<file path="src/design/lcs_pkg.sv">
// shared constants and payload types for the linear congruence solver
`timescale 1ns / 1ps

package lcs_pkg;

    localparam int LCS_W = 32;
    localparam int LCS_CNT_W = $clog2(LCS_W);

    typedef struct packed {
        logic signed [LCS_W-1:0] coef_a;
        logic [LCS_W-2:0]        modulus;
        logic signed [LCS_W-1:0] rhs_c;
    } t_lcs_in;

    typedef struct packed {
        logic             solvable;
        logic [LCS_W-2:0] least_x;
    } t_lcs_out;

endpackage

</file>
<file path="src/design/lcs_modadd.sv">
// shared add, compare and conditional subtract unit: (x + y + cin) reduced once by mod
`timescale 1ns / 1ps

module lcs_modadd import lcs_pkg::*; (
    input  logic [LCS_W:0]   i_x,
    input  logic [LCS_W:0]   i_y,
    input  logic             i_cin,
    input  logic [LCS_W-1:0] i_mod,
    output logic [LCS_W:0]   o_res,
    output logic             o_ge
);

    logic [LCS_W+1:0] sum;
    logic [LCS_W+1:0] diff;

    always_comb begin
        sum   = {1'b0, i_x} + {1'b0, i_y} + (LCS_W+2)'(i_cin);
        diff  = sum - {2'b00, i_mod};
        o_ge  = (sum >= {2'b00, i_mod});
        o_res = o_ge ? diff[LCS_W:0] : sum[LCS_W:0];
    end

endmodule

</file>
<file path="src/design/linear_congruence_solver_unit.sv">
// top level: solves a*x = c (mod m) with an extended euclid sequencer on one shared unit
`timescale 1ns / 1ps

// Solves a*x = c (mod m) for one item at a time. The gcd g of |a| and m comes
// from the extended Euclidean algorithm, whose Bezout coefficient gives the
// inverse of a/g modulo m/g; the result is the least x in [0, m/g), or
// solvable = 0 with least_x = 0 when g does not divide c or m is zero.
// Every step runs on one shared add/compare/subtract unit: each division is a
// restoring divide, one quotient bit per cycle, and the final modular product
// is formed by double and add. An item with no solution stops after the gcd
// check, and a zero modulus goes straight to the result. A full output
// register holds the sequencer in its done state until it is read.
// in_ready is high only while the sequencer is idle; the result sits in an
// output register, so a new item may be taken before the last one is read.

module linear_congruence_solver_unit import lcs_pkg::*; (
    input  logic     i_clk,
    input  logic     i_rst_n,
    input  logic     i_in_valid,
    output logic     o_in_ready,
    input  t_lcs_in  i_in,
    output logic     o_out_valid,
    input  logic     i_out_ready,
    output t_lcs_out o_out
);

    localparam int TW = LCS_W + 2;

    typedef enum logic [10:0] {
        S_IDLE     = 11'b00000000001,
        S_EUC_TEST = 11'b00000000010,
        S_EUC_DIV  = 11'b00000000100,
        S_CHK_DIV  = 11'b00000001000,
        S_MR_DIV   = 11'b00000010000,
        S_CR_DIV   = 11'b00000100000,
        S_INV_DIV  = 11'b00001000000,
        S_NEG      = 11'b00010000000,
        S_MUL_DBL  = 11'b00100000000,
        S_MUL_ADD  = 11'b01000000000,
        S_DONE     = 11'b10000000000
    } t_state;

    t_state r_state, n_state;
    logic [LCS_CNT_W-1:0] r_cnt, n_cnt;
    logic r_a_neg, n_a_neg;
    logic r_c_neg, n_c_neg;
    logic [LCS_W-1:0] r_c_mag, n_c_mag;
    logic [LCS_W-2:0] r_m, n_m;
    logic [LCS_W-1:0] r_r0, n_r0;
    logic [LCS_W-1:0] r_r1, n_r1;
    logic signed [TW-1:0] r_t0, n_t0;
    logic signed [TW-1:0] r_t1, n_t1;
    logic signed [TW-1:0] r_tacc, n_tacc;
    logic [LCS_W-1:0] r_dvd, n_dvd;
    logic [LCS_W-1:0] r_dvs, n_dvs;
    logic [LCS_W:0]   r_rem, n_rem;
    logic [LCS_W-1:0] r_cq, n_cq;
    logic [LCS_W-2:0] r_mr, n_mr;
    logic [LCS_W-2:0] r_cr, n_cr;
    logic [LCS_W-2:0] r_inv, n_inv;
    logic r_sol, n_sol;
    logic [LCS_W-2:0] r_x, n_x;
    logic r_out_valid, n_out_valid;
    t_lcs_out r_out, n_out;

    logic [LCS_W:0]   u_x, u_y;
    logic             u_cin;
    logic [LCS_W:0]   u_res;
    logic             u_ge;

    logic                 div_last;
    logic                 mul_last;
    logic [LCS_W-1:0]     quot;
    logic signed [TW-1:0] tacc_step;
    logic signed [TW-1:0] t0_abs;
    logic [LCS_W-1:0]     a_in_mag;
    logic [LCS_W-1:0]     c_in_mag;

    lcs_modadd u_modadd (
        .i_x   (u_x),
        .i_y   (u_y),
        .i_cin (u_cin),
        .i_mod (r_dvs),
        .o_res (u_res),
        .o_ge  (u_ge)
    );

    // operand select for the shared unit
    always_comb begin
        u_x   = r_rem;
        u_y   = r_rem;
        u_cin = 1'b0;
        unique case (r_state)
            S_EUC_DIV, S_CHK_DIV, S_MR_DIV, S_CR_DIV, S_INV_DIV: begin
                u_cin = r_dvd[LCS_W-1];
            end
            S_MUL_ADD: begin
                u_y = {2'b00, r_cr};
            end
            default: begin
                u_cin = 1'b0;
            end
        endcase
    end

    always_comb begin
        div_last  = (r_cnt == LCS_CNT_W'(LCS_W-1));
        mul_last  = (r_cnt == LCS_CNT_W'(LCS_W-2));
        quot      = {r_dvd[LCS_W-2:0], u_ge};
        // running q * t1, built msb first alongside the quotient bits
        tacc_step = (r_tacc <<< 1) + (u_ge ? r_t1 : TW'(0));
        t0_abs    = r_t0[TW-1] ? -r_t0 : r_t0;
        a_in_mag  = i_in.coef_a[LCS_W-1] ? -i_in.coef_a : i_in.coef_a;
        c_in_mag  = i_in.rhs_c[LCS_W-1] ? -i_in.rhs_c : i_in.rhs_c;
    end

    always_comb begin
        n_state     = r_state;
        n_cnt       = r_cnt;
        n_a_neg     = r_a_neg;
        n_c_neg     = r_c_neg;
        n_c_mag     = r_c_mag;
        n_m         = r_m;
        n_r0        = r_r0;
        n_r1        = r_r1;
        n_t0        = r_t0;
        n_t1        = r_t1;
        n_tacc      = r_tacc;
        n_dvd       = r_dvd;
        n_dvs       = r_dvs;
        n_rem       = r_rem;
        n_cq        = r_cq;
        n_mr        = r_mr;
        n_cr        = r_cr;
        n_inv       = r_inv;
        n_sol       = r_sol;
        n_x         = r_x;
        n_out       = r_out;
        n_out_valid = r_out_valid && !i_out_ready;

        // division step, used by every divide state
        if ((r_state == S_EUC_DIV) || (r_state == S_CHK_DIV) || (r_state == S_MR_DIV) ||
            (r_state == S_CR_DIV) || (r_state == S_INV_DIV)) begin
            n_rem  = u_res;
            n_dvd  = quot;
            n_tacc = tacc_step;
            n_cnt  = r_cnt + LCS_CNT_W'(1);
        end

        unique case (r_state)
            S_IDLE: begin
                if (i_in_valid) begin
                    n_a_neg = i_in.coef_a[LCS_W-1];
                    n_c_neg = i_in.rhs_c[LCS_W-1];
                    n_c_mag = c_in_mag;
                    n_m     = i_in.modulus;
                    n_r0    = {1'b0, i_in.modulus};
                    n_r1    = a_in_mag;
                    n_t0    = '0;
                    n_t1    = TW'(1);
                    if (i_in.modulus == '0) begin
                        n_sol   = 1'b0;
                        n_x     = '0;
                        n_state = S_DONE;
                    end else begin
                        n_state = S_EUC_TEST;
                    end
                end
            end
            S_EUC_TEST: begin
                n_rem  = '0;
                n_cnt  = '0;
                n_tacc = '0;
                if (r_r1 == '0) begin
                    // r0 now holds g, t0 the coefficient of |a|
                    n_dvd   = r_c_mag;
                    n_dvs   = r_r0;
                    n_state = S_CHK_DIV;
                end else begin
                    n_dvd   = r_r0;
                    n_dvs   = r_r1;
                    n_state = S_EUC_DIV;
                end
            end
            S_EUC_DIV: begin
                if (div_last) begin
                    n_r0    = r_r1;
                    n_r1    = u_res[LCS_W-1:0];
                    n_t0    = r_t1;
                    n_t1    = r_t0 - tacc_step;
                    n_state = S_EUC_TEST;
                end
            end
            S_CHK_DIV: begin
                if (div_last) begin
                    n_rem = '0;
                    n_cnt = '0;
                    if (u_res != '0) begin
                        n_sol   = 1'b0;
                        n_x     = '0;
                        n_state = S_DONE;
                    end else begin
                        n_cq    = quot;
                        n_dvd   = {1'b0, r_m};
                        n_state = S_MR_DIV;
                    end
                end
            end
            S_MR_DIV: begin
                if (div_last) begin
                    n_rem   = '0;
                    n_cnt   = '0;
                    n_mr    = quot[LCS_W-2:0];
                    n_dvd   = r_cq;
                    n_dvs   = {1'b0, quot[LCS_W-2:0]};
                    n_state = S_CR_DIV;
                end
            end
            S_CR_DIV: begin
                if (div_last) begin
                    n_rem   = '0;
                    n_cnt   = '0;
                    n_cr    = u_res[LCS_W-2:0];
                    n_dvd   = t0_abs[LCS_W-1:0];
                    n_state = S_INV_DIV;
                end
            end
            S_INV_DIV: begin
                if (div_last) begin
                    n_inv   = u_res[LCS_W-2:0];
                    n_state = S_NEG;
                end
            end
            S_NEG: begin
                // fold signs of c and of the inverse back into residues
                if (r_c_neg && (r_cr != '0)) begin
                    n_cr = r_mr - r_cr;
                end
                if ((r_t0[TW-1] ^ r_a_neg) && (r_inv != '0)) begin
                    n_inv = r_mr - r_inv;
                end
                n_rem   = '0;
                n_cnt   = '0;
                n_state = S_MUL_DBL;
            end
            S_MUL_DBL: begin
                n_rem   = u_res;
                n_state = S_MUL_ADD;
            end
            S_MUL_ADD: begin
                if (r_inv[LCS_W-2]) begin
                    n_rem = u_res;
                end
                n_inv = r_inv << 1;
                n_cnt = r_cnt + LCS_CNT_W'(1);
                if (mul_last) begin
                    n_sol   = 1'b1;
                    n_x     = r_inv[LCS_W-2] ? u_res[LCS_W-2:0] : r_rem[LCS_W-2:0];
                    n_state = S_DONE;
                end else begin
                    n_state = S_MUL_DBL;
                end
            end
            S_DONE: begin
                if (!r_out_valid || i_out_ready) begin
                    n_out_valid      = 1'b1;
                    n_out.solvable   = r_sol;
                    n_out.least_x    = r_x;
                    n_state          = S_IDLE;
                end
            end
            default: begin
                n_state = S_IDLE;
            end
        endcase
    end

    always_ff @(posedge i_clk) begin
        if (!i_rst_n) begin
            r_state     <= S_IDLE;
            r_out_valid <= 1'b0;
            r_cnt       <= '0;
        end else begin
            r_state     <= n_state;
            r_out_valid <= n_out_valid;
            r_cnt       <= n_cnt;
        end
    end

    always_ff @(posedge i_clk) begin
        r_a_neg <= n_a_neg;
        r_c_neg <= n_c_neg;
        r_c_mag <= n_c_mag;
        r_m     <= n_m;
        r_r0    <= n_r0;
        r_r1    <= n_r1;
        r_t0    <= n_t0;
        r_t1    <= n_t1;
        r_tacc  <= n_tacc;
        r_dvd   <= n_dvd;
        r_dvs   <= n_dvs;
        r_rem   <= n_rem;
        r_cq    <= n_cq;
        r_mr    <= n_mr;
        r_cr    <= n_cr;
        r_inv   <= n_inv;
        r_sol   <= n_sol;
        r_x     <= n_x;
        r_out   <= n_out;
    end

    assign o_in_ready  = (r_state == S_IDLE);
    assign o_out_valid = r_out_valid;
    assign o_out       = r_out;

endmodule
</file>
<file path="config.mk">
export PLATFORM = sky130hd
export DESIGN_NAME = linear_congruence_solver_unit
export DESIGN_NICKNAME = d
export VERILOG_FILES = /design/src/design/lcs_pkg.sv /design/src/design/lcs_modadd.sv /design/src/design/linear_congruence_solver_unit.sv
export SDC_FILE = /design/constraint.sdc
export NUM_CORES = 2
export LEC_CHECK = 0
export ABC_CLOCK_PERIOD_IN_PS = 14400
export BUFFER_PORTS_ARGS = -buffer_cell sky130_fd_sc_hd__buf_2
export CAP_MARGIN = 20
export CORE_MARGIN = 2
export CORE_UTILIZATION = 63
export DETAILED_ROUTE_END_ITERATION = 8
export GPL_TIMING_DRIVEN = 0
export PLACE_DENSITY = 0.92
export SETUP_SLACK_MARGIN = 0.2
export SLEW_MARGIN = 25
export SYNTH_ARGS = -nofsm -noshare
export SYNTH_HDL_FRONTEND = slang
export SYNTH_SLANG_ARGS = --single-unit
</file>
<file path="constraint.sdc">
create_clock -name i_clk -period 14.4 [get_ports i_clk]
set_input_delay 1.44 -clock i_clk [delete_from_list [all_inputs] [get_ports i_clk]]
set_output_delay 1.44 -clock i_clk [all_outputs]
set_load 0.01 [all_outputs]
</file>
; After elaboration in Yosys (flattened, before gate mapping)
; Index checks and enable logic that the tools add are counted.
[totals]
in_bits = 99
out_inout_bits = 34
regBits = 533
wordCells = 164
[op_classes]
bitwise = 2
mux = 68
n_eq_ne = 25
n_reduce_logical = 33
addsub = 11
order_cmp = 1
[ops]
columns = op, count
row1 = $mux 32, 14
row2 = $mux 31, 10
row3 = $pmux 32 s2, 3
row4 = $pmux 31 s3, 2
row5 = $mux 34, 5
row6 = $mux 33, 5
row7 = $pmux 34 s2, 2
row8 = $pmux 33 s4, 1
row9 = $pmux 32 s4, 1
row10 = $pmux 11 s11, 1
row11 = $mux 11, 10
row12 = $neg 32->32, 3
row13 = $pmux 31 s2, 1
row14 = $reduce_bool 31->1, 2
row15 = $sub 31x31->31, 2
row16 = $add 33x33->34, 1
row17 = $add 34x1->34, 1
row18 = $add 34x34->34, 1
row19 = $ge 34x32->1, 1
row20 = $sub 34x34->34, 1
row21 = $reduce_bool 33->1, 1
row22 = $sub 33x32->33, 1
row23 = $logic_not 32->1, 1
row24 = $logic_not 31->1, 1
row25 = other kinds (34), 69

; Longest topological paths before layout
[depth]
depth_word = 10
ltp_mapped = 59

; Cells and area by module
; Synthesis repeated with hierarchy kept, for this count alone.
[hier_totals]
hier_cells = 3538
hier_area_um2 = 34239.1
[modules_own_cells]
columns = mod, area_per_inst_um2, cells_per_inst, instances, seq_area_each_um2
row1 = linear_congruence_solver_unit, 30183.9, 2997, 1, 14854.2
row2 = lcs_modadd, 4055.1, 541, 1, 0.0

; Least setup slack after synthesis
; Ideal clock, no wire load.
[synth_path]
path_type = register -> register
from = reg r_state[10]
to = reg r_t1[32], data pin
required_time_ns = 14.134
slack_ns = 2.247
path_stages_with_launch = 58
setup_time_ns = 0.266
arrival_time_ns = 11.887
cell_sequence = dfxtp_1 -> or4_1 -> nor4_1 -> nand2_1 -> nor3b_1 -> nor2_1 -> nand3_1 -> clkbuf_1 -> clkbuf_1 -> nand2_1 -> fa_1 -> fa_1 -> nor2b_1 -> o31a_1 -> o211ai_1 -> o21ai_0 -> a211o_1 -> a21oi_1 -> [... 22 more ...] -> nand3_1 -> o21ai_0 -> nand2b_1 -> a21oi_1 -> o21bai_1 -> xnor2_1 -> ha_1 -> nand4_1 -> a211o_1 -> a21oi_1 -> o221ai_1 -> a2111oi_0 -> nor3_1 -> nor3_1 -> a41oi_1 -> o21ai_0 -> xnor2_1 -> nor2_1
[synth_via]
elab_chain_len = 10
elab_cells_between_ends = 18
[synth_lines]
columns = item, line_no
row1 = from (decl), linear_congruence_solver_unit.sv:43  ; t_state r_state, n_state;
row2 = from (signal assigned), linear_congruence_solver_unit.sv:284  ; r_state <= n_state;
row3 = $eq 11x10->1 (tied with other cells), linear_congruence_solver_unit.sv:93  ; unique case (r_state)
row4 = $mux 33 or $reduce_or 5->1 (tied branches), linear_congruence_solver_unit.sv:93
row5 = $add 33x33->34 or $mux 1 (tied branches), "lcs_modadd.sv:17, linear_congruence_solver_unit.sv:93"
row6 = $add 34x1->34, lcs_modadd.sv:17  ; sum = {1'b0, i_x} + {1'b0, i_y} + (LCS_W+2)'(i_cin);
row7 = $ge 34x32->1, lcs_modadd.sv:19  ; o_ge = (sum >= {2'b00, i_mod});
row8 = $mux 34, linear_congruence_solver_unit.sv:111  ; tacc_step = (r_tacc <<< 1) + (u_ge ? r_t1 : TW'(0));
row9 = $add 34x34->34, linear_congruence_solver_unit.sv:111
row10 = $sub 34x34->34, linear_congruence_solver_unit.sv:190  ; n_t1 = r_t0 - tacc_step;
row11 = $mux 34, linear_congruence_solver_unit.sv:186  ; if (div_last) begin
row12 = $pmux 34 s2 (*), linear_congruence_solver_unit.sv:150  ; unique case (r_state)
row13 = to (signal assigned), linear_congruence_solver_unit.sv:298  ; r_t1 <= n_t1;
row14 = to (decl), linear_congruence_solver_unit.sv:52  ; logic signed [TW-1:0] r_t1, n_t1;
; Mark *: on every way between the ends. The rest lies on a longest branch, timed or not. The select of a mux whose other input is x is not followed.
; A chain may end at the register's enable or synchronous reset.

; Final worst setup path
[layout_path]
from = reg r_state[10]
to = reg r_t1[33], data pin
; The elaborated chain is that of the path after synthesis.

==> results.tsv <==
stage	metric	value	unit
logic_synthesis	synthesis.area	34100	sq um
logic_synthesis	avgSynthCellArea	9.25	sq um
hold_path	hp-class	reg2reg	
hold_path	hold_depth	0	
pwr	max-vdd-ir-drop	0.165	mV
clocking	clk_pin_slew	70	ps
sta	finalCriticalPeriod	13710	ps
pwr	pwr_density_cell	136	nW/um^2
floorplanning	die_y	237	um
logic_synthesis	ys_ff_latch	533	
floorplanning	coreArea	53600	sq um
pwr	leakage	15.0	nW
place	dpl_cell_area	36100	sq um
final_layout	n_fill_cell	3952	
critical_path	critPathRequiredTime	14770	ps
logic_synthesis	synth_flop_cell	edfxtp_1	
global_routing	grt_antenna_before_repair	11	
route	drc	0	
place	post-place-ws	-2230	ps
critical_path	critical_path_class	reg2reg	
floorplanning	die_x	237	um
logic_synthesis	yosysWarnings	0	
clocking	hold_buffers	0	
place	io_buffers	132	
sta	fmax	0.0729	GHz
clocking	cts.sink_count	533	
sta	rsz0062_at_grt	false	
clocking	cts-root-buf	clkbuf_16	
route	drtIter0Drc	4710	
route	detail-route-antenna-nets	0	
critical_path	ff2ff_path_depth	54	
route	num_vias	31600	
place	place.gp.congestion	1.04	
critical_path	crit_slowest_cell	or4_1	
critical_path	critPathLaunchType	register	
sta	whs	420	ps
clocking	cts_tree	yes	
sta	setup_viol	0	
logic_synthesis	yosysSeqAreaShare	0.436	
final_layout	nets	4196	
critical_path	endpoint_kind	register	
sta	tightestPinTransition	1200	ps
floorplanning	die-area	56000	sq um
floorplanning	rows	85	
critical_path	crit_fanout	10	
clocking	clock_path_buffers	3	
final_layout	final_core_util	0.717	
sta	slew_headroom	0.180	
final_layout	final_common_cell	nand2_1	
logic_synthesis	synth-edff-count	418	
final_layout	drive_gt1_frac	0.0970	
global_routing	grt_max_degree	33	
job	maxCapViolations	0	
global_routing	grt-ovfl-total	0	
global_routing	grt_usage	0.423	
route	wirelength	122000	um
logic_synthesis	yosysUniqueCellTypes	82	
final_layout	multi_input_area	18300	sq um
logic_synthesis	async_flop_share	0	
critical_path	critPathArrivalTime	14080	ps
final_layout	final_cell_mix	470 x nand2_1, 418 x edfxtp_1, 305 x a21oi_1	
global_routing	grt_pass1_vias	29000	
final_layout	register_area	14900	sq um
route	wl_per_cell	26.2	um
sta	fin_ws	691	ps
outcome	status	completed	
clocking	cts-htree-levels	2	
route	dr.pass1.iters	7	
final_layout	area_growth_syn_to_layout	12.8	%
clocking	cts_made_buffers	56	
sta	hold_viol	0	
global_routing	grt_pass1_wl	178000	um
logic_synthesis	synth_cells	3683	
place	hpwl	91200	um
sta	finalCritPeriodShare	0.952	
clocking	clk_latency	660	ps
sta	drv_slew	0	
floorplanning	ios	133	
final_layout	fin_area	38400	sq um
critical_path	slowest_delay	620	ps
route	via_per_inst	6.78	
sta	fin_skew	24.8	ps
floorplanning	initial_core_util	0.636	
logic_synthesis	syn_nets	3980	
critical_path	path_common_cell	a21oi_1	
[repair_timing]
action	in CTS	in global routing
gates resized for setup	24	28
pin swaps	2	5
setup endpoints to repair	27	13
setup buffers	2	6
[metrics by stage]
step / setup TNS (ps) / power [W] / std cells
after CTS: 0 / 0.00513 / 4637
after global routing: 0 / 0.00535 / 4645
after detailed placement: -22290 / 0.00354 / 4529
final: 0 / 0.00523 / 4654
after global placement: -17450 / 0.00348 / 4511
after floorplan: 0 / 0.00301 / 3683
[report_power, final]
part | switching (W) | leakage, nW | internal (W) | total, W
clock | 0.000678 | 0.987 | 0.000927 | 0.00160
sequential | 0.000377 | 4.85 | 0.00209 | 0.00247
combinational | 0.000722 | 9.16 | 0.000432 | 0.00115
[path summary, 6_finish.rpt]
| kind | from | end | slack (ps) |
|---|---|---|---|
| worst max-delay path | r_state[10] | r_t1[33] | 690 |
| worst min-delay path | r_x[24] | o_out[24] | 420 |
| worst max register to register | r_state[10] | r_t1[33] | 690 |
| worst min register to register | r_x[24] | o_out[24] | 420 |
[registers in the layout, indices dropped and copies added, names as in the netlist, 11 cells and up]
signal and cells:
r_r1 32, r_m 31, r_t1 34, r_tacc 33, r_r0 32, r_cq 32
r_x 31, r_cr 31, o_out 32, r_c_mag 32, r_dvd 32, r_t0 34
r_inv 31, r_dvs 32, r_rem 33, r_state 11, r_mr 31
[critical path, delay by kind of cell, from the launching register on]
kind | cells | cell delay [ps]
and+or+nand+nor | 14 | 2970
xor gates and xnor gates | 4 | 940
AOI/OAI and AO/OA | 22 | 5620
buffers and inverters | 9 | 1940
adders and majority gates | 5 | 1650
DFF | 1 | 330
[synth_stat cells (27+ instances only)]
cell         n  share of area
a211oi_1    52          0.011
a21o_1      58          0.013
a21oi_1    309          0.045
a21oi_2     28         0.0072
a221oi_1    27         0.0069
a2bb2oi_1   30         0.0077
and2_1      90          0.017
clkbuf_1   136          0.015
dfxtp_1    115          0.068
edfxtp_1   418           0.37
ha_1       191          0.070
inv_1      162          0.018
mux2i_1     62          0.018
nand2_1    472          0.052
nand2b_1    36         0.0066
nand3_1     47         0.0069
nor2_1     296          0.033
nor2b_1     29         0.0053
nor3_1      57         0.0084
nor4_1      45         0.0083
o21a_1      47          0.010
o21ai_0    305          0.045
o31ai_1     34         0.0075
or3_1       42         0.0077
xnor2_1    152          0.039
xor2_1      81          0.021
[metal layers]
metal  vias to the layer above  GRT usage  part of all wire
li1                      13900          -                 -
met1                     14600      0.535              0.35
met5                         -          0           0.00016
met2                      2474      0.648              0.43
met3                       517      0.112              0.14
met4                         4      0.264             0.076
[logic make-up after synthesis]
family / Yosys count / share of synthesized area
xor gates and xnor gates: 233 / 0.0599
adders and majority gates: 199 / 0.0745
muxes: 67 / 0.0199
buffers and inverters: 325 / 0.0366
AOI/OAI and AO/OA: 1099 / 0.205
DFF: 533 / 0.436
and+or+nand+nor: 1227 / 0.168
[area by class of cell]
cell class                      count  share of cell area
Multi-Input combinational cell   2825               0.475
Sequential cell                   533               0.386
Clock buffer                       64              0.0383
Timing Repair Buffer              158              0.0288
Tap cell                          696              0.0227
Buffer                            160              0.0170
Inverter                          165              0.0162
Clock inverter                     42              0.0149
Antenna cell                       11            0.000716
Power figures use the tool's default switching activity.
